**src/rtl/core/itf_pkg.sv**
```systemverilog
// ----------------------------------------------------------------------------
// Integer-to-text formatter package
// Shared codes, character constants, types and the digit lookup.
// ----------------------------------------------------------------------------
`default_nettype none

package itf_pkg;

  localparam int unsigned NumDigits = 22;
  localparam int unsigned DigIdxW   = 5;

  localparam logic [1:0] RADIX_OCT = 2'd0;
  localparam logic [1:0] RADIX_DEC = 2'd1;
  localparam logic [1:0] RADIX_HEX = 2'd2;

  localparam logic [1:0] SMODE_NEG   = 2'd0;
  localparam logic [1:0] SMODE_PLUS  = 2'd1;
  localparam logic [1:0] SMODE_SPACE = 2'd2;

  localparam logic [1:0] SIZE_8  = 2'd0;
  localparam logic [1:0] SIZE_16 = 2'd1;
  localparam logic [1:0] SIZE_32 = 2'd2;
  localparam logic [1:0] SIZE_64 = 2'd3;

  localparam logic [7:0] CH_NUL   = 8'h00;
  localparam logic [7:0] CH_SPACE = 8'h20;
  localparam logic [7:0] CH_PLUS  = 8'h2B;
  localparam logic [7:0] CH_MINUS = 8'h2D;
  localparam logic [7:0] CH_ZERO  = 8'h30;
  localparam logic [7:0] CH_X_UP  = 8'h58;
  localparam logic [7:0] CH_X_LO  = 8'h78;

  localparam logic [127:0] DIGITS_LO = "0123456789abcdef";
  localparam logic [127:0] DIGITS_UP = "0123456789ABCDEF";

  typedef logic [3:0] nibble_t;

  typedef struct packed {
    logic [1:0]  radix;
    logic [1:0]  sign_mode;
    logic        left_align;
    logic        zero_pad;
    logic        alt_prefix;
    logic        upper_case;
    logic [5:0]  field_width;
    logic [5:0]  min_digits;
    logic [15:0] room;
    logic        neg;
  } itf_req_t;

  typedef struct packed {
    logic               done;
    logic [DigIdxW-1:0] ndig;
  } itf_cstat_t;

  typedef enum logic [1:0] {
    C_IDLE,
    C_SHIFT,
    C_SCAN
  } conv_state_t;

  typedef enum logic [3:0] {
    E_IDLE,
    E_PLAN,
    E_PFX,
    E_SIGN,
    E_LPAD,
    E_ZERO,
    E_DIG,
    E_RPAD,
    E_EMPTY
  } emit_state_t;

  function automatic logic [7:0] digit_char(input nibble_t d, input logic upper);
    logic [127:0] tab;
    tab = upper ? DIGITS_UP : DIGITS_LO;
    return tab[8 * (4'd15 - d) +: 8];
  endfunction

endpackage

`default_nettype wire

```
**src/rtl/core/itf_if.sv**
```systemverilog
// ----------------------------------------------------------------------------
// Integer-to-text formatter channels
// Request and character channels with valid/ready handshakes.
// ----------------------------------------------------------------------------
`default_nettype none

interface itf_in_if;
  logic        valid;
  logic        ready;
  logic [63:0] value;
  logic [1:0]  value_size;
  logic        sign_ext;
  logic [1:0]  radix;
  logic [1:0]  sign_mode;
  logic        left_align;
  logic        zero_pad;
  logic        alt_prefix;
  logic        upper_case;
  logic [5:0]  field_width;
  logic [5:0]  min_digits;
  logic [15:0] room;

  modport source (
    output valid, value, value_size, sign_ext, radix, sign_mode, left_align,
           zero_pad, alt_prefix, upper_case, field_width, min_digits, room,
    input  ready
  );
  modport sink (
    input  valid, value, value_size, sign_ext, radix, sign_mode, left_align,
           zero_pad, alt_prefix, upper_case, field_width, min_digits, room,
    output ready
  );
endinterface

interface itf_out_if;
  logic       valid;
  logic       ready;
  logic [7:0] character;
  logic       is_last;
  logic       nothing_written;

  modport source (output valid, character, is_last, nothing_written, input ready);
  modport sink (input valid, character, is_last, nothing_written, output ready);
endinterface

`default_nettype wire

```
**src/rtl/core/integer_to_text_formatter_core.sv**
```systemverilog
// ----------------------------------------------------------------------------
// Integer-to-text formatter core
// Formats one integer conversion request into a stream of ASCII characters.
//
// A request beat on in_chan carries the operand and its formatting options.
// The core then sends one character per beat on out_chan, with is_last on
// the final beat; when no character fits in the room, a single beat with
// nothing_written set is sent instead. in_chan.ready is low from the
// accepted request until its last character has entered the output register.
// Decimal operands go through a shift-and-add-three loop over all 64 operand
// bits; octal and hex operands load directly. A scan for the leading digit,
// a planning state and an idle step at each phase change follow, and then
// the characters are sent. A stalled receiver holds the current character in
// the output register and pauses the emitter.
// Reset returns both sequencers to idle and empties the output register.
// ----------------------------------------------------------------------------
`default_nettype none

module integer_to_text_formatter_core import itf_pkg::*; #(
  parameter int unsigned MAX_FIELD = 60
) (
  input  logic      clk,
  input  logic      rst_n,
  itf_in_if.sink    in_chan,
  itf_out_if.source out_chan
);

  logic               busy_r, start_r, accept, emit_done;
  itf_req_t           req_r;
  logic [63:0]        mag_r, ext, mag;
  logic               neg;
  itf_cstat_t         cstat;
  logic [DigIdxW-1:0] rd_idx;
  nibble_t            rd_digit;

  assign in_chan.ready = !busy_r;
  assign accept        = in_chan.valid && !busy_r;

  always_comb begin
    unique case (in_chan.value_size)
      SIZE_8:  ext = {{56{in_chan.sign_ext & in_chan.value[7]}}, in_chan.value[7:0]};
      SIZE_16: ext = {{48{in_chan.sign_ext & in_chan.value[15]}}, in_chan.value[15:0]};
      SIZE_32: ext = {{32{in_chan.sign_ext & in_chan.value[31]}}, in_chan.value[31:0]};
      SIZE_64: ext = in_chan.value;
      default: ext = in_chan.value;
    endcase
    neg = in_chan.sign_ext && (in_chan.radix == RADIX_DEC) && ext[63];
    mag = neg ? (64'd0 - ext) : ext;
  end

  always_ff @(posedge clk) begin
    if (!rst_n) begin
      busy_r  <= 1'b0;
      start_r <= 1'b0;
    end else begin
      start_r <= accept;
      if (accept) begin
        busy_r <= 1'b1;
      end else if (emit_done) begin
        busy_r <= 1'b0;
      end
    end
  end

  always_ff @(posedge clk) begin
    if (accept) begin
      mag_r             <= mag;
      req_r.radix       <= in_chan.radix;
      req_r.sign_mode   <= in_chan.sign_mode;
      req_r.left_align  <= in_chan.left_align;
      req_r.zero_pad    <= in_chan.zero_pad;
      req_r.alt_prefix  <= in_chan.alt_prefix;
      req_r.upper_case  <= in_chan.upper_case;
      req_r.field_width <= in_chan.field_width;
      req_r.min_digits  <= in_chan.min_digits;
      req_r.room        <= in_chan.room;
      req_r.neg         <= neg;
    end
  end

  itf_conv u_conv (
    .clk      (clk),
    .rst_n    (rst_n),
    .start    (start_r),
    .radix    (req_r.radix),
    .mag      (mag_r),
    .rd_idx   (rd_idx),
    .rd_digit (rd_digit),
    .stat     (cstat)
  );

  itf_emit #(
    .MAX_FIELD (MAX_FIELD)
  ) u_emit (
    .clk      (clk),
    .rst_n    (rst_n),
    .req      (req_r),
    .cstat    (cstat),
    .rd_idx   (rd_idx),
    .rd_digit (rd_digit),
    .done     (emit_done),
    .out_chan (out_chan)
  );

endmodule

`default_nettype wire

```
**src/rtl/core/itf_conv.sv**
```systemverilog
// ----------------------------------------------------------------------------
// Digit conversion unit
// Splits the magnitude into digits: a shift-and-add-three loop for decimal,
// a direct load for octal and hex, then a scan for the leading digit.
// ----------------------------------------------------------------------------
`default_nettype none

module itf_conv import itf_pkg::*; (
  input  logic               clk,
  input  logic               rst_n,
  input  logic               start,
  input  logic [1:0]         radix,
  input  logic [63:0]        mag,
  input  logic [DigIdxW-1:0] rd_idx,
  output nibble_t            rd_digit,
  output itf_cstat_t         stat
);

  conv_state_t        state_r, state_nxt;
  nibble_t            dig_r [NumDigits];
  nibble_t            dig_nxt [NumDigits];
  nibble_t            adj [NumDigits];
  logic [63:0]        sreg_r, sreg_nxt;
  logic [5:0]         bit_r, bit_nxt;
  logic [DigIdxW-1:0] idx_r, idx_nxt;
  logic [65:0]        mag_o;
  logic [87:0]        mag_h;

  assign mag_o    = {2'b00, mag};
  assign mag_h    = {24'd0, mag};
  assign rd_digit = dig_r[rd_idx];

  always_comb begin
    state_nxt = state_r;
    dig_nxt   = dig_r;
    sreg_nxt  = sreg_r;
    bit_nxt   = bit_r;
    idx_nxt   = idx_r;
    stat.done = 1'b0;
    stat.ndig = idx_r + 1'b1;
    for (int k = 0; k < NumDigits; k++) begin
      adj[k] = (dig_r[k] >= 4'd5) ? dig_r[k] + 4'd3 : dig_r[k];
    end
    unique case (state_r)
      C_IDLE: begin
        if (start) begin
          if (radix == RADIX_DEC) begin
            for (int k = 0; k < NumDigits; k++) begin
              dig_nxt[k] = '0;
            end
            sreg_nxt  = mag;
            bit_nxt   = '0;
            state_nxt = C_SHIFT;
          end else begin
            for (int k = 0; k < NumDigits; k++) begin
              if (radix == RADIX_OCT) begin
                dig_nxt[k] = {1'b0, mag_o[3*k +: 3]};
              end else begin
                dig_nxt[k] = mag_h[4*k +: 4];
              end
            end
            idx_nxt   = DigIdxW'(NumDigits - 1);
            state_nxt = C_SCAN;
          end
        end
      end
      C_SHIFT: begin
        dig_nxt[0] = {adj[0][2:0], sreg_r[63]};
        for (int k = 1; k < NumDigits; k++) begin
          dig_nxt[k] = {adj[k][2:0], adj[k-1][3]};
        end
        sreg_nxt = {sreg_r[62:0], 1'b0};
        bit_nxt  = bit_r + 6'd1;
        if (bit_r == 6'd63) begin
          idx_nxt   = DigIdxW'(NumDigits - 1);
          state_nxt = C_SCAN;
        end
      end
      C_SCAN: begin
        if (idx_r != '0 && dig_r[idx_r] == 4'd0) begin
          idx_nxt = idx_r - 1'b1;
        end else begin
          stat.done = 1'b1;
          state_nxt = C_IDLE;
        end
      end
      default: state_nxt = C_IDLE;
    endcase
  end

  always_ff @(posedge clk) begin
    if (!rst_n) begin
      state_r <= C_IDLE;
    end else begin
      state_r <= state_nxt;
    end
  end

  always_ff @(posedge clk) begin
    dig_r  <= dig_nxt;
    sreg_r <= sreg_nxt;
    bit_r  <= bit_nxt;
    idx_r  <= idx_nxt;
  end

endmodule

`default_nettype wire

```
**src/rtl/core/itf_emit.sv**
```systemverilog
// ----------------------------------------------------------------------------
// Character emitter
// Plans the field layout once the digit count is known, then walks the
// prefix, sign, padding, zero and digit phases one character per beat.
// ----------------------------------------------------------------------------
`default_nettype none

module itf_emit import itf_pkg::*; #(
  parameter int unsigned MAX_FIELD = 60
) (
  input  logic               clk,
  input  logic               rst_n,
  input  itf_req_t           req,
  input  itf_cstat_t         cstat,
  output logic [DigIdxW-1:0] rd_idx,
  input  nibble_t            rd_digit,
  output logic               done,
  itf_out_if.source          out_chan
);

  localparam int unsigned CntW    = $clog2(MAX_FIELD + 4);
  localparam int unsigned RoomCap = MAX_FIELD + 3;

  typedef logic [CntW-1:0] cnt_t;

  emit_state_t state_r, state_nxt, next_phase;
  cnt_t        cnt_r, cnt_nxt, next_len;
  cnt_t        total_r, total_nxt;
  cnt_t        pfx_r, lpad_r, zero_r, ndig_r, rpad_r;
  logic        show_r, upper_r;
  logic [7:0]  sign_ch_r;

  cnt_t              w0, p0, r0, w1, w3, ndig_c, need, prec, pad_len, zero_len;
  cnt_t              pfx_len, sum_c, plan_total;
  logic signed [CntW:0] pad_s, pad_a;
  logic              pfx_on, n0, nx, show;
  logic [7:0]        sign_ch;

  logic       slot_free, emit_en, ch_last, ch_nw;
  logic [7:0] ch, phase_ch;
  logic       out_valid_r, out_last_r, out_nw_r;
  logic [7:0] out_char_r;

  // Field layout for the current request.
  always_comb begin
    w0 = (req.field_width > 6'(MAX_FIELD)) ? CntW'(MAX_FIELD) : CntW'(req.field_width);
    p0 = (req.min_digits > 6'(MAX_FIELD)) ? CntW'(MAX_FIELD) : CntW'(req.min_digits);
    r0 = (req.room > 16'(RoomCap)) ? CntW'(RoomCap) : CntW'(req.room);
    w1 = (w0 < r0) ? w0 : r0;
    pfx_on  = req.alt_prefix && (req.radix != RADIX_DEC);
    n0      = pfx_on && (w1 != '0);
    nx      = pfx_on && req.radix[1] && (w1 > CntW'(1));
    pfx_len = CntW'(n0) + CntW'(nx);
    w3      = w1 - pfx_len;
    ndig_c  = CntW'(cstat.ndig);
    need    = (p0 > ndig_c) ? p0 : ndig_c;
    show    = req.neg || (req.sign_mode == SMODE_PLUS) || (req.sign_mode == SMODE_SPACE);
    if (req.neg) begin
      sign_ch = CH_MINUS;
    end else if (req.sign_mode == SMODE_SPACE) begin
      sign_ch = CH_SPACE;
    end else begin
      sign_ch = CH_PLUS;
    end
    if (req.zero_pad) begin
      pad_s = '0;
      prec  = (w3 > p0) ? w3 : p0;
    end else begin
      pad_s = $signed({1'b0, w3}) - $signed({1'b0, need});
      prec  = p0;
    end
    pad_a      = pad_s - $signed({{CntW{1'b0}}, show});
    pad_len    = (pad_a > 0) ? pad_a[CntW-1:0] : '0;
    zero_len   = (prec > ndig_c) ? prec - ndig_c : '0;
    sum_c      = pfx_len + CntW'(show) + pad_len + zero_len + ndig_c;
    plan_total = (sum_c < r0) ? sum_c : r0;
  end

  assign slot_free = !out_valid_r || out_chan.ready;
  assign rd_idx    = DigIdxW'(cnt_r - CntW'(1));

  always_comb begin
    next_phase = E_IDLE;
    next_len   = '0;
    phase_ch   = CH_SPACE;
    unique case (state_r)
      E_PFX: begin
        next_phase = E_SIGN;
        next_len   = CntW'(show_r);
        if (pfx_r == CntW'(2) && cnt_r == CntW'(1)) begin
          phase_ch = upper_r ? CH_X_UP : CH_X_LO;
        end else begin
          phase_ch = CH_ZERO;
        end
      end
      E_SIGN: begin
        next_phase = E_LPAD;
        next_len   = lpad_r;
        phase_ch   = sign_ch_r;
      end
      E_LPAD: begin
        next_phase = E_ZERO;
        next_len   = zero_r;
      end
      E_ZERO: begin
        next_phase = E_DIG;
        next_len   = ndig_r;
        phase_ch   = CH_ZERO;
      end
      E_DIG: begin
        next_phase = E_RPAD;
        next_len   = rpad_r;
        phase_ch   = digit_char(rd_digit, upper_r);
      end
      default: begin
        next_phase = E_IDLE;
        next_len   = '0;
        phase_ch   = CH_SPACE;
      end
    endcase
  end

  always_comb begin
    state_nxt = state_r;
    cnt_nxt   = cnt_r;
    total_nxt = total_r;
    emit_en   = 1'b0;
    ch        = phase_ch;
    ch_last   = 1'b0;
    ch_nw     = 1'b0;
    done      = 1'b0;
    unique case (state_r) inside
      E_IDLE: begin
        if (cstat.done) begin
          state_nxt = E_PLAN;
        end
      end
      E_PLAN: begin
        total_nxt = plan_total;
        cnt_nxt   = pfx_len;
        state_nxt = (plan_total == '0) ? E_EMPTY : E_PFX;
      end
      E_EMPTY: begin
        if (slot_free) begin
          emit_en   = 1'b1;
          ch        = CH_NUL;
          ch_last   = 1'b1;
          ch_nw     = 1'b1;
          done      = 1'b1;
          state_nxt = E_IDLE;
        end
      end
      E_PFX, E_SIGN, E_LPAD, E_ZERO, E_DIG, E_RPAD: begin
        if (cnt_r == '0) begin
          state_nxt = next_phase;
          cnt_nxt   = next_len;
        end else if (slot_free) begin
          emit_en   = 1'b1;
          cnt_nxt   = cnt_r - CntW'(1);
          total_nxt = total_r - CntW'(1);
          if (total_r == CntW'(1)) begin
            ch_last   = 1'b1;
            done      = 1'b1;
            state_nxt = E_IDLE;
          end
        end
      end
      default: state_nxt = E_IDLE;
    endcase
  end

  always_ff @(posedge clk) begin
    if (!rst_n) begin
      state_r     <= E_IDLE;
      out_valid_r <= 1'b0;
    end else begin
      state_r <= state_nxt;
      if (slot_free) begin
        out_valid_r <= emit_en;
      end
    end
  end

  always_ff @(posedge clk) begin
    cnt_r   <= cnt_nxt;
    total_r <= total_nxt;
    if (state_r == E_PLAN) begin
      pfx_r     <= pfx_len;
      show_r    <= show;
      lpad_r    <= req.left_align ? '0 : pad_len;
      rpad_r    <= req.left_align ? pad_len : '0;
      zero_r    <= zero_len;
      ndig_r    <= ndig_c;
      upper_r   <= req.upper_case;
      sign_ch_r <= sign_ch;
    end
    if (emit_en) begin
      out_char_r <= ch;
      out_last_r <= ch_last;
      out_nw_r   <= ch_nw;
    end
  end

  assign out_chan.valid           = out_valid_r;
  assign out_chan.character       = out_char_r;
  assign out_chan.is_last         = out_last_r;
  assign out_chan.nothing_written = out_nw_r;

endmodule

`default_nettype wire
```
**src/flat_wrapper.sv**
```systemverilog
// flat-port wrapper written by rule: the top's interface ports become plain ports
module integer_to_text_formatter_core_flat import itf_pkg::*;
#(
  parameter int unsigned MAX_FIELD = 60
)
  (clk, rst_n, in_chan_valid, in_chan_value, in_chan_value_size, in_chan_sign_ext, in_chan_radix, in_chan_sign_mode, in_chan_left_align, in_chan_zero_pad, in_chan_alt_prefix, in_chan_upper_case, in_chan_field_width, in_chan_min_digits, in_chan_room, in_chan_ready, out_chan_valid, out_chan_character, out_chan_is_last, out_chan_nothing_written, out_chan_ready);
  itf_in_if in_chan_i ();
  itf_out_if out_chan_i ();
  input  logic clk;
  input  logic rst_n;
  input wire logic [$bits(in_chan_i.valid)-1:0] in_chan_valid;
  input wire logic [$bits(in_chan_i.value)-1:0] in_chan_value;
  input wire logic [$bits(in_chan_i.value_size)-1:0] in_chan_value_size;
  input wire logic [$bits(in_chan_i.sign_ext)-1:0] in_chan_sign_ext;
  input wire logic [$bits(in_chan_i.radix)-1:0] in_chan_radix;
  input wire logic [$bits(in_chan_i.sign_mode)-1:0] in_chan_sign_mode;
  input wire logic [$bits(in_chan_i.left_align)-1:0] in_chan_left_align;
  input wire logic [$bits(in_chan_i.zero_pad)-1:0] in_chan_zero_pad;
  input wire logic [$bits(in_chan_i.alt_prefix)-1:0] in_chan_alt_prefix;
  input wire logic [$bits(in_chan_i.upper_case)-1:0] in_chan_upper_case;
  input wire logic [$bits(in_chan_i.field_width)-1:0] in_chan_field_width;
  input wire logic [$bits(in_chan_i.min_digits)-1:0] in_chan_min_digits;
  input wire logic [$bits(in_chan_i.room)-1:0] in_chan_room;
  output wire logic [$bits(in_chan_i.ready)-1:0] in_chan_ready;
  output wire logic [$bits(out_chan_i.valid)-1:0] out_chan_valid;
  output wire logic [$bits(out_chan_i.character)-1:0] out_chan_character;
  output wire logic [$bits(out_chan_i.is_last)-1:0] out_chan_is_last;
  output wire logic [$bits(out_chan_i.nothing_written)-1:0] out_chan_nothing_written;
  input wire logic [$bits(out_chan_i.ready)-1:0] out_chan_ready;
  assign in_chan_i.valid = in_chan_valid;
  assign in_chan_i.value = in_chan_value;
  assign in_chan_i.value_size = in_chan_value_size;
  assign in_chan_i.sign_ext = in_chan_sign_ext;
  assign in_chan_i.radix = in_chan_radix;
  assign in_chan_i.sign_mode = in_chan_sign_mode;
  assign in_chan_i.left_align = in_chan_left_align;
  assign in_chan_i.zero_pad = in_chan_zero_pad;
  assign in_chan_i.alt_prefix = in_chan_alt_prefix;
  assign in_chan_i.upper_case = in_chan_upper_case;
  assign in_chan_i.field_width = in_chan_field_width;
  assign in_chan_i.min_digits = in_chan_min_digits;
  assign in_chan_i.room = in_chan_room;
  assign in_chan_ready = in_chan_i.ready;
  assign out_chan_valid = out_chan_i.valid;
  assign out_chan_character = out_chan_i.character;
  assign out_chan_is_last = out_chan_i.is_last;
  assign out_chan_nothing_written = out_chan_i.nothing_written;
  assign out_chan_i.ready = out_chan_ready;
  integer_to_text_formatter_core #(.MAX_FIELD(MAX_FIELD)) u_core (.clk(clk), .rst_n(rst_n), .in_chan(in_chan_i), .out_chan(out_chan_i));
endmodule
```
**config.mk**
```make
export PLATFORM = sky130hd
export DESIGN_NAME = integer_to_text_formatter_core_flat
export DESIGN_NICKNAME = d
export VERILOG_FILES = /design/src/rtl/core/itf_pkg.sv /design/src/rtl/core/itf_if.sv /design/src/rtl/core/integer_to_text_formatter_core.sv /design/src/rtl/core/itf_conv.sv /design/src/rtl/core/itf_emit.sv /design/src/flat_wrapper.sv
export SDC_FILE = /design/constraint.sdc
export NUM_CORES = 1
export LEC_CHECK = 0
export ABC_AREA = 1
export CORE_MARGIN = 8
export CORE_UTILIZATION = 59
export CTS_BUF_LIST = sky130_fd_sc_hd__clkbuf_8
export CTS_CLUSTER_DIAMETER = 30
export DETAILED_ROUTE_END_ITERATION = 7
export DONT_BUFFER_PORTS = 1
export PLACE_DENSITY_LB_ADDON = 0.1
export RECOVER_POWER = 25
export SYNTH_ARGS = -nofsm -noshare
export SYNTH_HDL_FRONTEND = slang
export SYNTH_HIERARCHICAL = 1
export SYNTH_SLANG_ARGS = --single-unit
export TNS_END_PERCENT = 10
```
**constraint.sdc**
```tcl
create_clock -name clk -period 8.6 [get_ports clk]
set_clock_uncertainty 0.05 [all_clocks]
set_input_delay 1.72 -clock clk [delete_from_list [all_inputs] [get_ports clk]]
set_output_delay 1.72 -clock clk [all_outputs]
set_load 0.02 [all_outputs]
```
# ---- After elaboration in Yosys (flattened, before gate mapping)
# Index checks and enable logic that the tools add are counted.
dict set report totals {
  ff_bits 334
  inputBits 107
  output_inout_bits 12
  elab_cells 316
}
dict set report classes {
  addsub 38
  order_cmp 34
  eq_ne 34
  shift 1
  n_mux 115
  bitwise 5
  reduce_logical 35
}
# cell count
set ops {}
lappend ops {{one-hot mux 64 bit (4 select lines)} 1}
lappend ops {{two-way mux 4 bit} 48}
lappend ops {{two-way mux 64 bit} 3}
lappend ops {{two-way mux 88 bit} 2}
lappend ops {{one-hot mux 88 bit (2 select lines)} 1}
lappend ops {{one-hot mux 64 bit (2 select lines)} 1}
lappend ops {{variable part select 128 x 33 -> 8 bit} 1}
lappend ops {{two-way mux 6 bit} 17}
lappend ops {{>= comparator 4 x 3 -> 1 bit, second input constant} 22}
lappend ops {{adder 4 x 2 -> 4 bit, second input constant} 21}
lappend ops {{subtractor 1 x 64 -> 64 bit, first input constant} 1}
lappend ops {{two-way mux 46 bit} 1}
lappend ops {{binary-select mux 4 bit (select 5 bit)} 2}
lappend ops {{one-hot mux 6 bit (2 select lines)} 3}
lappend ops {{one-hot mux 8 bit (4 select lines)} 1}
lappend ops {{one-hot mux 6 bit (5 select lines)} 1}
lappend ops {{two-way mux 5 bit} 4}
lappend ops {{two-way mux 3 bit} 6}
lappend ops {{equality test 4 x 3 -> 1 bit, second input constant} 4}
lappend ops {{> comparator 16 x 6 -> 1 bit, second input constant} 1}
lappend ops {{two-way mux 8 bit} 2}
lappend ops {{inequality test 2 bit, second input constant} 8}
lappend ops {{one-hot mux 4 bit (4 select lines)} 1}
lappend ops {{one-hot mux 3 bit (5 select lines)} 1}
lappend ops {{55 further kinds} 109}

# ---- Longest topological paths before layout
# Gate-level depths: netlist of the first run.
dict set report logic_depth {
  ltp_word 21
  depth_mapped 68
  depth_no_buf 67
}

# ---- By module
# The synthesis of the first run kept the hierarchy.
# mod instances cells_each area_per_inst_um2 seq_area_each_um2
set by_module_without_submodules {}
lappend by_module_without_submodules {itf_conv 1 1205 10216.0 4934.7}
lappend by_module_without_submodules {integer_to_text_formatter_core 1 798 6386.1 3072.9}
lappend by_module_without_submodules {itf_emit 1 673 5063.6 1631.6}

# ---- Worst setup path after synthesis of the first run
# Ideal clock, no wire load.
dict set report synth_timing {
  path_type {reg2reg}
  startpoint {register u_core/req_r[16] in the netlist's numbering}
  endpoint {register u_core.u_emit.state_r[1]}
  setup_ns 0.109
  arrival_ns 9.330
  t_required_ns 8.441
  path_slack_ns -0.888
  stages_incl_launch_ff 65
  n_path_buf 1
  period_less_slack_ns 9.488
  cell_sequence {edfxtp_1 > nor2_2 > nand3_1 > nor2_4 > inv_1 > nor2_1 > ha_1 > inv_1 > o21ai_0 > inv_2 > nand3_4 > or2_2 > o21ai_0 > inv_1 > nor3_1 > a31oi_1 > ha_1 > inv_1 > [29 not listed] > nand4_1 > nand2_1 > nand3_1 > nand2_2 > ha_1 > nor3b_1 > a221oi_1 > nand2_1 > inv_1 > nand2_1 > o21ai_0 > nand3_1 > nor2_1 > nand3_1 > nand2_1 > nand3_1 > nand2_1 > inv_1}
}
dict set report synth_between {
  elab_chain_len 21
  word_cells_on_any_way 30
  classes_between {add/sub: 9; order compare: 7; mux: 10; reduce/logical: 4}
}
# element line_no
set synth_rtl {}
lappend synth_rtl {{from (decl)} integer_to_text_formatter_core.sv:29} ;# itf_req_t req_r;
lappend synth_rtl {{> comparator 16 x 6 -> 1 bit *} itf_emit.sv:48} ;# r0 = (req.room > 16'(RoomCap)) ? CntW'(RoomCap) : CntW'(req.room);
lappend synth_rtl {{two-way mux 6 bit *} itf_emit.sv:48}
lappend synth_rtl {{< comparator 6 bit} itf_emit.sv:49} ;# w1 = (w0 < r0) ? w0 : r0;
lappend synth_rtl {{two-way mux 6 bit *} itf_emit.sv:49}
lappend synth_rtl {{> comparator 6 x 1 -> 1 bit / nonzero test 6 bit (equally long branches)} {itf_emit.sv:52, itf_emit.sv:51}}
lappend synth_rtl {{logical AND 1 bit (on tied branches)} {itf_emit.sv:52, itf_emit.sv:51}}
lappend synth_rtl {{adder 1 x 1 -> 2 bit *} itf_emit.sv:53} ;# pfx_len = CntW'(n0) + CntW'(nx);
lappend synth_rtl {{via u_core.u_emit.pfx_len[1]} itf_emit.sv:34} ;# cnt_t pfx_len, sum_c, plan_total;
lappend synth_rtl {{[6 not listed]} n/a}
lappend synth_rtl {{adder 3 x 6 -> 6 bit} itf_emit.sv:75} ;# sum_c = pfx_len + CntW'(show) + pad_len + zero_len + ndig_c;
lappend synth_rtl {{adder 6 bit *} itf_emit.sv:75}
lappend synth_rtl {{adder 6 x 5 -> 6 bit *} itf_emit.sv:75}
lappend synth_rtl {{< comparator 6 bit} itf_emit.sv:76} ;# plan_total = (sum_c < r0) ? sum_c : r0;
lappend synth_rtl {{two-way mux 6 bit *} itf_emit.sv:76}
lappend synth_rtl {{logical NOT 6 bit *} itf_emit.sv:141} ;# state_nxt = (plan_total == '0) ? E_EMPTY : E_PFX;
lappend synth_rtl {{two-way mux 4 bit *} itf_emit.sv:141}
lappend synth_rtl {{one-hot mux 4 bit (4 select lines) *} itf_emit.sv:132} ;# unique case (state_r) inside
lappend synth_rtl {{to (signal assigned)} itf_emit.sv:177} ;# state_r <= state_nxt;
lappend synth_rtl {{to (decl)} itf_emit.sv:26} ;# emit_state_t state_r, state_nxt, next_phase;
# The timed path passes the listed nets; every way through them passes the cells marked *.
# A chain may end at the register's enable or synchronous reset.

# ---- Worst setup path in the final report of the first run
dict set report layout_timing {
  startpoint {register u_core/req_r[14] in the netlist's numbering}
  endpoint {register u_core.u_emit.state_r[1]}
}
# Same word-level chain as after synthesis.

==> impl_metrics.json, run 1 <==
{
  "busiest_layer": "met2",
  "failed_checks": "max-capacitance violations, max-slew violations, negative setup slack",
  "route.detailed.wl_per_inst_um": 18.43,
  "floorplan.core_area_sq_mm": 0.03635,
  "die_w_um": 207.6,
  "cts-buffers-inserted": 74,
  "worstPathMaxFanout": 5,
  "root_buffer": "sky130_fd_sc_hd__clkbuf_8",
  "rr_worst_depth": 58,
  "slew_headroom": -0.8840,
  "clk_transition_reported_paths_ns": 0.06,
  "critPathArrivalTime_ns": 9.61,
  "critPathMaxStageDelay_ns": 0.57,
  "multiInputGateArea_sq_mm": 0.01072,
  "via_count": 19150,
  "synth.ff_latch_count": 324,
  "timing.hold.worst_path_depth": 0,
  "ant_nets": 0,
  "drt-vias-per-instance": 5.715,
  "finalCoreUtilization": 0.6933,
  "chipHeight_um": 207.6,
  "part_of_the_cycle_the_worst_path_needs": 1.063,
  "sequential_area_share_after_synthesis": 0.4449,
  "finish.net_count": 3032,
  "clk_latency_ns": 0.61,
  "final-setup-viol-count": 8,
  "yosys.cell_types.count": 60,
  "hpwlAfterDp_mm": 45.07,
  "synth_nets": 2887,
  "final_critical_path_setup_slack_ns": -0.5457,
  "grt_max_degree": 71,
  "share_clk_of_total_power": 0.272,
  "max_clock_freq_ghz": 0.1093,
  "critical_path_end_type": "flop",
  "synth_enable_flop_cells": 315,
  "rr_startpoint": "u_core/req_r[14]",
  "post-route-min-period_ns": 9.146,
  "grt_pass1_vias": 18480,
  "final_global_route_overflow_total": 0,
  "crit_family": "adder cells",
  "postSynth.topFlopCell": "sky130_fd_sc_hd__edfxtp_1",
  "fin_hold_ws_ns": 0.3821,
  "result_of_the_run": "finished, violations left",
  "post-place-cells": 3185,
  "layout-area-overhead-vs-synth_pct": 16.31,
  "fillCellCount": 2957,
  "critPathKind": "flop to flop",
  "worst_r2r_endpoint": "u_core/u_emit/state_r[1]",
  "switch_share": 0.3790,
  "cts_buffer_depth": 3,
  "switching_power_total_mw": 2.771,
  "path_depth": 58,
  "routed_wl_mm": 61.76,
  "synth_cells": 2676,
  "hold_class": "flop to flop",
  "slowest_stage": "sky130_fd_sc_hd__fa_2",
  "use_met3": 0.04816,
  "startpoint_type": "flop",
  "final_cell_count_no_fill": 3351,
  "cellInternalPower_mw": 4.539,
  "startpoint_of_the_worst_setup_timing_path": "u_core/req_r[14]",
  "critPathCapture": "u_core/u_emit/state_r[1]",
  "floorplan.io_pins": 119,
  "groute.usage.overall": 0.2792,
  "antenna-diode-count": 0,
  "grt_pass1_wl_mm": 97.03,
  "synth-warning-count": 6,
  "grt.met1_usage": 0.3883,
  "final-seq-area_sq_mm": 0.009639,
  "static_leakage_nw": 11.40,
  "die_area_sq_mm": 0.04311,
  "drive_gt1_frac": 0.1575,
  "post_synth.cell_area_avg_sq_um": 8.096,
  "power.total_mw": 7.310,
  "hold_violations": 0,
  "worst-endpoint-required_ns": 9.06,
  "async_reset_ff_frac": 0,
  "io_buffers": 0,
  "htreeDepth": 3,
  "floorplan.initialDensity": 0.5961,
  "tightest_slew_ns": 2.826,
  "grt_setup_unrepaired": "true",
  "cpMostUsedCell": "sky130_fd_sc_hd__nand2_2",
  "num_rows": 70,
  "max_cap_violations": 5,
  "regToRegSetupSlack_ns": -0.55,
  "cts_tree": "built",
  "rd_place_congestion": 0.9258,
  "sequentialPowerShare": 0.301,
  "post-route-drc-count": 0,
  "grt_antenna_before_repair": 1,
  "final_slew_viol_count": 235,
  "grt_use_met2": 0.4425,
  "setup_total_negative_slack_ns": -3.078,
  "drt_iter0_markers": 2019,
  "cts.sinks": 324,
  "firstDrtPassIters": 6,
  "ir_drop_mv": 0.2556,
  "syn_std_cell_area_sq_mm": 0.02167,
  "count_of_buffering_cells_on_the_critical_path_with_inverters_included": 9,
  "power-per-cell-area_mw_per_mm2": 290.1,
  "comb_power_share": 0.427
}
==> layer usage <==
metal	part of all wire	wire [um]
met3	0.082	5039
met5	0.00018	11
met2	0.46	28110
met1	0.44	27210
met4	0.023	1396
==> through the flow <==
stage | area [sq um] | setup slack, ns
after floorplan | 21730 | -0.4492
after global placement | 22820 | -0.4913
after detailed placement | 22820 | -0.8666
after CTS | 24950 | -0.3299
after global routing | 25200 | -1.108
final | 25200 | -0.5457
==> cells by family after synthesis <==
group | count (synthesis) | synth area share
XOR/XNOR | 85 | 0.03436
AND/OR/NAND/NOR | 1255 | 0.2501
flip-flops | 324 | 0.4449
adder cells (fa/ha/maj) | 105 | 0.06433
AO/OA/AOI/OAI | 456 | 0.1214
buffers and inverters | 449 | 0.08426
other | 1 | 0.0001731
multiplexers | 1 | 0.0004620
==> registers in the layout, indices dropped and copies added, names as in the netlist, 2 cells and up <==
name and cells:
u_core/u_emit/sign_ch_r 3, u_core/req_r 37, u_core/u_conv/idx_r 5, u_core/u_emit/total_r 6, u_core/u_emit/rpad_r 6, u_core/u_emit/lpad_r 6
u_core/u_emit/state_r 4, u_core/u_conv/bit_r 6, u_core/u_emit/ndig_r 5, u_core/u_conv/state_r 2, u_core/u_emit/cnt_r 6, u_core/u_emit/out_chan.character 7
u_core/u_conv/sreg_r 64, u_core/u_emit/pfx_r 2, u_core/mag_r 64, u_core/u_conv/dig_r 88, u_core/u_emit/zero_r 6
==> power groups by stage <==
stage	registers, mW	logic (mW)	clock network, mW
after global routing	2.22	3.45	2.10
after floorplan	2.19	1.75	0
after detailed placement	2.22	2.70	0
after CTS	2.20	2.90	2.02
final	2.20	3.12	1.99
after global placement	2.22	2.63	0
==> worst reg2reg max path, delay by kind of cell, from the launching register on <==
kind / cells / cell delay (ns)
adders and majority gates: 12 / 3.65
and+or+nand+nor: 29 / 3.15
AOI/OAI and AO/OA: 8 / 1.30
buffers and inverters: 9 / 0.52
DFF: 1 / 0.38
==> worst min-delay path by stage <==
stage,from,to,slack [ns]
2_1_floorplan,u_core/req_r[29],u_core/u_emit/upper_r,0.35
3_3_place_gp,u_core/req_r[29],u_core/u_emit/upper_r,0.36
3_5_place_dp,u_core/req_r[29],u_core/u_emit/upper_r,0.36
4_1_cts,u_core/req_r[29],u_core/u_emit/upper_r,0.39
5_1_grt,u_core/req_r[29],u_core/u_emit/upper_r,0.39
6_report,u_core/req_r[29],u_core/u_emit/upper_r,0.38
==> cell usage in the layout, fill, tap and decap left out, types with 10 or more instances in the layout <==
cell type	count
sky130_fd_sc_hd__a21oi_1	138
sky130_fd_sc_hd__buf_4	142
sky130_fd_sc_hd__bufinv_16	12
sky130_fd_sc_hd__clkbuf_8	80
sky130_fd_sc_hd__clkinv_1	12
sky130_fd_sc_hd__clkinv_2	12
sky130_fd_sc_hd__edfxtp_1	315
sky130_fd_sc_hd__ha_1	80
sky130_fd_sc_hd__ha_4	11
sky130_fd_sc_hd__inv_1	338
sky130_fd_sc_hd__inv_2	26
sky130_fd_sc_hd__nand2_1	643
sky130_fd_sc_hd__nand2_2	34
sky130_fd_sc_hd__nand3_1	168
sky130_fd_sc_hd__nand3_2	21
sky130_fd_sc_hd__nand3b_1	10
sky130_fd_sc_hd__nand4_1	55
sky130_fd_sc_hd__nor2_1	253
sky130_fd_sc_hd__nor2_2	29
sky130_fd_sc_hd__nor2_4	11
sky130_fd_sc_hd__o21ai_0	126
sky130_fd_sc_hd__o21ai_1	64
sky130_fd_sc_hd__o21ai_2	11
sky130_fd_sc_hd__o221ai_1	45
sky130_fd_sc_hd__xnor2_1	21
sky130_fd_sc_hd__xor2_1	62
==> what timing repair did <==
item	in CTS	in global routing
resized for setup	57	65
setup endpoints to repair	8	8
setup buffers	21	8
gates cloned	1	0
hold buffers	0	0
pin swaps	54	66
==> synth_stat cells (all sizes together) (2+ instances only) <==
cell type / number / area, sq um
a211oi: 4 / 30.03
a21oi: 146 / 734.5
a221oi: 5 / 43.79
a22o: 6 / 52.55
a31oi: 8 / 50.05
and2: 3 / 18.77
buf: 51 / 330.3
clkbuf: 37 / 140.1
clkinv: 3 / 11.26
dfxtp: 9 / 180.2
edfxtp: 315 / 9459
fa: 11 / 220.2
ha: 93 / 1164
inv: 358 / 1344
nand2: 679 / 2596
nand3: 193 / 1046
nand3b: 10 / 75.07
nand4: 56 / 356.6
nor2: 293 / 1205
nor3: 10 / 50.05
nor4: 5 / 31.28
o211ai: 6 / 45.04
o21a: 3 / 22.52
o21ai: 202 / 1018
o21bai: 5 / 37.54
o221ai: 45 / 394.1
o22ai: 8 / 50.05
o31ai: 2 / 15.01
o32ai: 5 / 43.79
o41ai: 3 / 26.28
or2: 5 / 31.28
xnor2: 22 / 192.7
xor2: 63 / 551.8
==> cell type report <==
cell class | count | share of cell area
sequential | 324 | 0.3825
tap | 468 | 0.02324
clock buffer | 80 | 0.04369
clock inverter | 58 | 0.02453
multi-input combinational | 1904 | 0.4253
inverter | 361 | 0.05427
timing repair buffer | 156 | 0.04647
No activity file was read; power rests on OpenSTA's default activity.
==> run 2, diff against run 1 <==
==> constraint.sdc (replaced) <==
create_clock -name clk -period 8.17 [get_ports clk]
set_clock_uncertainty 0.05 [all_clocks]
set_input_delay 1.634 -clock clk [delete_from_list [all_inputs] [get_ports clk]]
set_output_delay 1.634 -clock clk [all_outputs]
set_load 0.02 [all_outputs]
==> run 2 against run 1 <==
  * Maximum frequency shrank 2.2%
  * Die area unchanged
  * The run still ends with max-capacitance violations, max-slew violations, negative setup slack left
  * Non-clock buffer count rose by 68
==> impl_metrics.json, run 2 (synthesis results as in run 1) <==
{
  "result_of_the_run": "finished, violations left",
  "failed_checks": "max-capacitance violations, max-slew violations, negative setup slack",
  "ant_nets": 0,
  "power-per-cell-area_mw_per_mm2": 304.0,
  "final-setup-viol-count": 9,
  "slowest_stage": "sky130_fd_sc_hd__fa_2",
  "grt_max_degree": 73,
  "static_leakage_nw": 11.63,
  "rr_startpoint": "u_core/req_r[12]",
  "hold_class": "flop to flop",
  "die_area_sq_mm": 0.04311,
  "grt_antenna_before_repair": 0,
  "hp-start": "u_core/req_r[29]",
  "floorplan.initialDensity": 0.5961,
  "final_critical_path_setup_slack_ns": -1.183,
  "max_cap_violations": 6,
  "floorplan.io_pins": 119,
  "hold_violations": 0,
  "mostFrequentLayoutCell": "sky130_fd_sc_hd__nand2_1",
  "cts-buffers-inserted": 72,
  "placement.cell_area_sq_mm": 0.02293,
  "post-place-cells": 3200,
  "chipHeight_um": 207.6,
  "crit_family": "buffers and inverters",
  "slew_headroom": -0.7867,
  "via_count": 19600,
  "fin_area_sq_mm": 0.02548,
  "io_buffers": 0,
  "dpl_worst_slack_ns": -1.303,
  "root_buffer": "sky130_fd_sc_hd__clkbuf_8",
  "post-route-drc-count": 0,
  "critical_path_end_type": "flop",
  "groute.usage.overall": 0.2847,
  "floorplan.core_area_sq_mm": 0.03635,
  "max_clock_freq_ghz": 0.1069,
  "route.detailed.wl_per_inst_um": 18.59,
  "critPathMaxStageDelay_ns": 0.55,
  "grt_setup_unrepaired": "true",
  "tightest_slew_ns": 2.680,
  "rr_worst_depth": 67,
  "final_global_route_overflow_total": 0,
  "clk_transition_reported_paths_ns": 0.05,
  "mostFrequentLayoutCells": "648 x sky130_fd_sc_hd__nand2_1, 337 x sky130_fd_sc_hd__inv_1, 315 x sky130_fd_sc_hd__edfxtp_1, 254 x sky130_fd_sc_hd__nor2_1, 212 x sky130_fd_sc_hd__buf_4",
  "cts_buffer_depth": 3,
  "max_flop_register": "u_core/u_conv/dig_r",
  "finish.net_count": 3098,
  "routed_wl_mm": 63.41,
  "rd_place_congestion": 0.9173,
  "firstDrtPassIters": 7,
  "startpoint_type": "flop",
  "cpMostUsedCell": "sky130_fd_sc_hd__buf_4",
  "grt_pass1_wl_mm": 99.47,
  "worst_r2r_endpoint": "u_core/u_emit/zero_r[1]",
  "final_cell_count_no_fill": 3411,
  "number_of_flip_flops_in_the_largest_register": 88,
  "drive_gt1_frac": 0.1689,
  "worstPathMaxFanout": 6,
  "num_rows": 70,
  "regToRegSetupSlack_ns": -1.18,
  "htreeDepth": 3,
  "power.total_mw": 7.748,
  "cts_tree": "built",
  "count_of_buffering_cells_on_the_critical_path_with_inverters_included": 42,
  "grt_pass1_vias": 18760,
  "drt_iter0_markers": 1976,
  "fin_hold_ws_ns": 0.3835,
  "timing.hold.worst_path_depth": 0,
  "finalCoreUtilization": 0.7011,
  "antenna-diode-count": 0,
  "die_w_um": 207.6,
  "hpwlAfterDp_mm": 45.34,
  "clk_latency_ns": 0.61,
  "final_slew_viol_count": 280,
  "layout-area-overhead-vs-synth_pct": 17.61,
  "worstHoldEndpoint": "u_core/u_emit/upper_r",
  "setup_total_negative_slack_ns": -8.917,
  "ir_drop_mv": 0.2597,
  "worst-endpoint-required_ns": 8.60,
  "post-route-min-period_ns": 9.353,
  "part_of_the_cycle_the_worst_path_needs": 1.145,
  "top_regs": "u_core/u_conv/dig_r (88), u_core/mag_r (64), u_core/u_conv/sreg_r (64)",
  "cts.sinks": 324,
  "critPathArrivalTime_ns": 9.78,
  "critPathKind": "flop to flop",
  "drt-vias-per-instance": 5.745
}
run 2: cell count changes in the layout (fill, tap and decap cells not counted), sizes merged:
| cell | before | now |
|---|---|---|
| buf | 149 | 216 |
| bufinv | 12 | 9 |
| clkbuf | 87 | 85 |
| clkinv | 29 | 27 |
| clkinvlp | 8 | 11 |
| inv | 370 | 367 |
run 2: metal layers:
layer / vias to the layer above / track usage / part of all wire
li1: 9448 / - / -
met1: 9087 / 0.3968 / 0.44
met2: 918 / 0.4442 / 0.45
met3: 143 / 0.04997 / 0.084
met4: 0 / 0.09985 / 0.031
met5: - / 0 / 0
run 2: worst reg2reg max path: cells and delay by family, from the launching register on:
family                   cells  cell delay (ns)
AO/OA/AOI/OAI                5             0.57
adder cells (fa/ha/maj)      6             1.80
buffers and inverters       42             4.68
flip-flops                   1             0.38
AND/OR/NAND/NOR             14             1.70
run 2: how the worst max path moves through the flow:
| stage | from | end | slack [ns] | cells past startpoint |
|---|---|---|---|---|
| after global routing | u_core/req_r[12] | u_core/u_emit/state_r[1] | -1.57 | 64 |
| after global placement | u_core/req_r[14] | u_core/u_emit/state_r[1] | -0.93 | 61 |
| after CTS | u_core/req_r[11] | u_core/u_emit/state_r[1] | -0.82 | 62 |
| after detailed placement | u_core/req_r[12] | u_core/u_emit/state_r[1] | -1.30 | 60 |
| after floorplan | u_core/req_r[15] | u_core/u_emit/state_r[1] | -0.88 | 64 |
| final | u_core/req_r[12] | u_core/u_emit/zero_r[1] | -1.18 | 67 |
run 2: final cells by class:
class | instances | area [sq um]
timing repair buffer | 224 | 1667
sequential | 324 | 9639
multi-input combinational | 1904 | 10630
fill | 2948 | 10870
clock buffer | 77 | 1060
clock inverter | 53 | 543.0
inverter | 361 | 1360
tap | 468 | 585.6
run 2: report_power, final:
part,leakage [nW],internal [mW],switching (mW)
combinational,7.75,1.40,2.07
sequential,3.06,2.16,0.151
clock,0.817,1.18,0.783
total,11.6,4.74,3.00
run 2: timing repair:
| action | in CTS | in global routing |
|---|---|---|
| gates cloned | 1 | 0 |
| gates resized for setup | 58 | 38 |
| pin swaps | 61 | 56 |
| setup buffers | 65 | 15 |
| hold buffers | 0 | 0 |
| endpoints found under the setup margin | 8 | 9 |
